<file path="src/wse_pkg.sv">
// Package for the windowed slope estimator.
// Holds shared constants, the controller state type and the command/status structs.
// No dependencies.
package wse_pkg;

   localparam int unsigned DefaultRingDepth = 32;
   localparam logic [31:0] WindowResetValue = 32'd1800000;
   localparam logic [31:0] MinSpanResetValue = 32'd60000;
   localparam logic [31:0] TenMinMs = 32'd600000;

   localparam int unsigned WideBits = 128;
   localparam int unsigned DivSteps = 128;

   localparam logic CsrIndexWindow = 1'b0;
   localparam logic CsrIndexMinSpan = 1'b1;

   localparam logic OpPush = 1'b0;
   localparam logic OpClear = 1'b1;

   typedef enum logic [3:0] {
      ST_IDLE,
      ST_EVICT_READ,
      ST_EVICT_CHECK,
      ST_STORE,
      ST_HEAD_READ,
      ST_SUM_READ,
      ST_SUM_ACC,
      ST_MUL,
      ST_DIV,
      ST_DONE,
      ST_OUT
   } state_type;

   typedef struct packed {
      logic load_item;     // capture input item
      logic clear_ring;    // empty the ring
      logic evict_read;    // read oldest slot time
      logic evict_pop;     // drop oldest
      logic store;         // write new sample
      logic sum_init;      // start sum walk
      logic sum_read;      // read entry at walk index
      logic sum_acc;       // accumulate read entry
      logic mul_step;      // one multiply phase step
      logic div_init;      // start divider
      logic div_step;      // one divider bit
      logic finish;        // form result
      logic out_load;      // put result on output
   } cmd_type;

   typedef struct packed {
      logic is_clear;
      logic evict_needed;
      logic walk_done;
      logic mul_done;
      logic div_done;
      logic early_zero;    // too few samples or short span
   } status_type;

endpackage

</file>
<file path="src/wse_ctrl.sv">
// Controller state machine of the windowed slope estimator.
// Depends on wse_pkg.
module wse_ctrl
   import wse_pkg::*;
(
   input  logic       clock,
   input  logic       reset,
   input  logic       in_valid,
   output logic       in_ready,
   input  logic       out_busy,
   input  status_type status,
   output cmd_type    cmd
);

   state_type state_ff, state_in;

   always_ff @(posedge clock) begin
      if (reset) begin
         state_ff <= ST_IDLE;
      end else begin
         state_ff <= state_in;
      end
   end

   always_comb begin
      state_in = state_ff;
      cmd = '0;
      in_ready = 1'b0;
      unique case (state_ff)
         ST_IDLE: begin
            in_ready = 1'b1;
            if (in_valid) begin
               cmd.load_item = 1'b1;
               state_in = ST_EVICT_READ;
            end
         end
         ST_EVICT_READ: begin
            if (status.is_clear) begin
               cmd.clear_ring = 1'b1;
               state_in = ST_DONE;
            end else begin
               cmd.evict_read = 1'b1;
               state_in = ST_EVICT_CHECK;
            end
         end
         ST_EVICT_CHECK: begin
            if (status.evict_needed) begin
               cmd.evict_pop = 1'b1;
               state_in = ST_EVICT_READ;
            end else begin
               state_in = ST_STORE;
            end
         end
         ST_STORE: begin
            cmd.store = 1'b1;
            state_in = ST_HEAD_READ;
         end
         ST_HEAD_READ: begin
            cmd.sum_init = 1'b1;
            state_in = ST_SUM_READ;
         end
         ST_SUM_READ: begin
            if (status.early_zero) begin
               state_in = ST_DONE;
            end else if (status.walk_done) begin
               state_in = ST_MUL;
            end else begin
               cmd.sum_read = 1'b1;
               state_in = ST_SUM_ACC;
            end
         end
         ST_SUM_ACC: begin
            cmd.sum_acc = 1'b1;
            state_in = ST_SUM_READ;
         end
         ST_MUL: begin
            if (status.mul_done) begin
               cmd.div_init = 1'b1;
               state_in = ST_DIV;
            end else begin
               cmd.mul_step = 1'b1;
            end
         end
         ST_DIV: begin
            if (status.div_done) begin
               state_in = ST_DONE;
            end else begin
               cmd.div_step = 1'b1;
            end
         end
         ST_DONE: begin
            cmd.finish = 1'b1;
            state_in = ST_OUT;
         end
         ST_OUT: begin
            if (!out_busy) begin
               cmd.out_load = 1'b1;
               state_in = ST_IDLE;
            end
         end
         default: begin
            state_in = ST_IDLE;
         end
      endcase
   end

endmodule

</file>
<file path="config.mk">
export PLATFORM = sky130hd
export DESIGN_NAME = wse_ctrl
export DESIGN_NICKNAME = d
export VERILOG_FILES = /design/src/wse_pkg.sv /design/src/wse_ctrl.sv
export SDC_FILE = /design/constraint.sdc
export NUM_CORES = 1
export LEC_CHECK = 0
export BUFFER_PORTS_ARGS = -buffer_cell sky130_fd_sc_hd__buf_2
export CAP_MARGIN = 20
export CORE_AREA = 5 5 42 44
export DETAILED_ROUTE_END_ITERATION = 6
export DIE_AREA = 0 0 47 49
export MAX_ROUTING_LAYER = met4
export SLEW_MARGIN = 20
export SYNTH_ARGS = -nofsm -noshare
export SYNTH_HDL_FRONTEND = slang
export SYNTH_SLANG_ARGS = --single-unit
</file>
<file path="constraint.sdc">
create_clock -name clock -period 4.5 [get_ports clock]
set_clock_uncertainty 0.2 [all_clocks]
set_input_delay 0.45 -clock clock [delete_from_list [all_inputs] [get_ports clock]]
set_output_delay 0.45 -clock clock [all_outputs]
set_load 0.1 [all_outputs]
</file>
==> flow_summary_export.csv <==
group,metric,value,unit
finish,fillerInstances,173,
die,std_cell_rows,14,
placement,port_buffers,23,
synth,synth-edff-count,0,
grt,grt.total_usage,0.131,
grt,grt_max_degree,20,
synth,syn_inst,64,
placement,globalplace.congestion,0.750,
finish,regMostFlops,"state_ff",
setup_path,required,3.85,ns
job,drv_cap,0,
finish,area_growth,27.7,%
clock_network,htreeDepth,1,
clock_network,cts_buffers,3,
synth,synth.area.top_cells,"dfxtp_1 17%, nor2_1 8.2%, nand2b_1 5.4%",
synth,synth_cell_types,31,
sta,max-slew-margin-rel,0.616,
clock_network,clock_path_buffers,2,
grt,grt_pass1_vias,476,
clock_network,clock-sinks,4,
route,first_pass_iters,4,
die,dieArea,2300,um^2
synth,yosys_warnings,0,
finish,largest_reg_flops,4,
clock_network,path_clk_slew,0.04,ns
route,drt-total-wl,1330,um
setup_path,crit_arrival,2.09,ns
synth,synthTopCellsByCount,"10 x nor2_1, 4 x clkbuf_1, 4 x dfxtp_1, 4 x nand2b_1, 4 x nor4_1",
route,vias_per_cell,5.61,
grt,overflow,0,
clock_network,clock_latency,0.24,ns
synth,syn_area_per_cell,7.19,um^2
die,core_area,1400,um^2
synth,async_flop_share,0,
sta,post-route-period-util,0.610,
placement,hpwl,1010,um
pwr,power_density,386,nW/um^2
sta,hold_viol_final,0,
setup_path,critPathKind,"flop to output port",
finish,reg_top3,"state_ff (4)",
sta,maxSlewViolCount,0,
sta,worst_pin_slew,0.575,ns
die,die_h,49,um
sta,fmax,364,MHz
synth,yosysTopAreaCell,"dfxtp_1",
status,status,"completed",
synth,synth_most_common_cell,"nor2_1",
route,drtAntennaViolNets,0,
synth,synth_ff_type,"dfxtp_1",
route,drc_errors,0,
finish,nets,95,
grt,grt_pass1_wl,2160,um
synth,seq_area_frac_synth,0.174,
finish,diodes,0,
synth,synth.net_count,74,
route,drt_iter0_markers,8,
sta,finalSetupViolations,0,
pwr,leakage,0.000268,uW
synth,synthesis.area,460,um^2
sta,rsz0062_at_grt,"no",
pwr,irDropWorstVdd,0.176,mV
sta,setup-tns-final,0,ns
clock_network,cts_root_buf,"clkbuf_4",
setup_path,r2r_cells,3,
die,ios,24,
hold_path,holdPathStages,2,
die,die_x,47,um
die,start_util,0.329,
clock_network,cts_tree,"done",
hold_path,holdCritPathClass,"primary input to flop",
setup_path,endpoint_kind,"output port",
clock_network,cts_hold_buf,0,
synth,synth_top_area_frac,0.174,
route,avgRoutedWirePerCell,13.4,um
sta,timing.final.crit_period,2.74,ns
sta,setup_slack,1.76,ns
finish,drive_gt1_frac,0.349,
route,vias,555,
clock_network,cts-resized-gates,0,
synth,ys_seq_elements,4,
setup_path,cp_max_fo,19,
placement,dpl_worst_slack,2.00,ns
setup_path,crit_path_start_kind,"flop",
clock_network,post_cts_buffers,0,
grt,antenna_found_initial,0,
==> critical path, cell delays in order, from the launching register on <==
cell and delay [ns]:
dfxtp_1 0.66, nand2b_1 0.25, or3_1 0.45, inv_1 0.08
buf_2 0.42
==> metrics by stage <==
stage	utilization	total power (uW)	hold WS, ns	std cells	area (um^2)
global route	0.420	244	0.226	99	588
CTS	0.420	229	0.228	99	588
global placement	0.404	183	0.478	96	566
detailed placement	0.404	184	0.482	96	566
floorplan	-	165	0.316	64	467
finish	0.420	227	0.236	99	588
==> per-layer routing <==
metal  GRT usage  vias up  routed length [um]
met3      0.0517        0                  94
li1            -      286                   -
met4      0.0553        0                   0
met5           -        -                   0
met1       0.172      252                 584
met2       0.174       17                 648
==> final timing paths <==
check	start	to	slack, ns
max	state_ff[1]	cmd[4]	1.76
min	reset	state_ff[0]	0.24
max reg2reg	state_ff[0]	state_ff[0]	2.57
min reg2reg	state_ff[3]	state_ff[3]	0.54
==> power by group <==
group          switching (uW)  total (uW)  internal [uW]
sequential               17.9        57.8           39.8
combinational            92.4         125           32.9
clock                    14.3        44.1           29.8
==> area by class of cell <==
type | count | area (um^2) | area share
multi-input cells | 50 | 339 | 0.577
inverters | 3 | 11.3 | 0.0191
flip-flops and latches | 4 | 80.1 | 0.136
well taps | 16 | 20.0 | 0.0340
clock buffers | 3 | 22.5 | 0.0383
repair buffers | 23 | 115 | 0.196
==> logic make-up after synthesis <==
logic type / count (synthesis) / share of synthesized area
flops: 4 / 0.174
buf+inv: 10 / 0.103
simple gates: 34 / 0.437
compound gates: 16 / 0.285
==> layout by cell type, fill, tap and decap left out, types with 2 or more instances in the layout <==
cell type | netlist | routed
buf_2 | 2 | 23
dfxtp_1 | 4 | 4
nand2_1 | 3 | 3
nor4_1 | 4 | 3
clkbuf_4 | 0 | 3
nor3_1 | 2 | 2
a21o_1 | 2 | 2
nor2_1 | 10 | 10
nand3b_1 | 2 | 2
o32a_1 | 2 | 2
nand2b_1 | 4 | 4
o21ai_0 | 2 | 2
inv_1 | 3 | 3
nand4_1 | 2 | 2
and4b_1 | 2 | 2
Power figures use the tool's default switching activity.
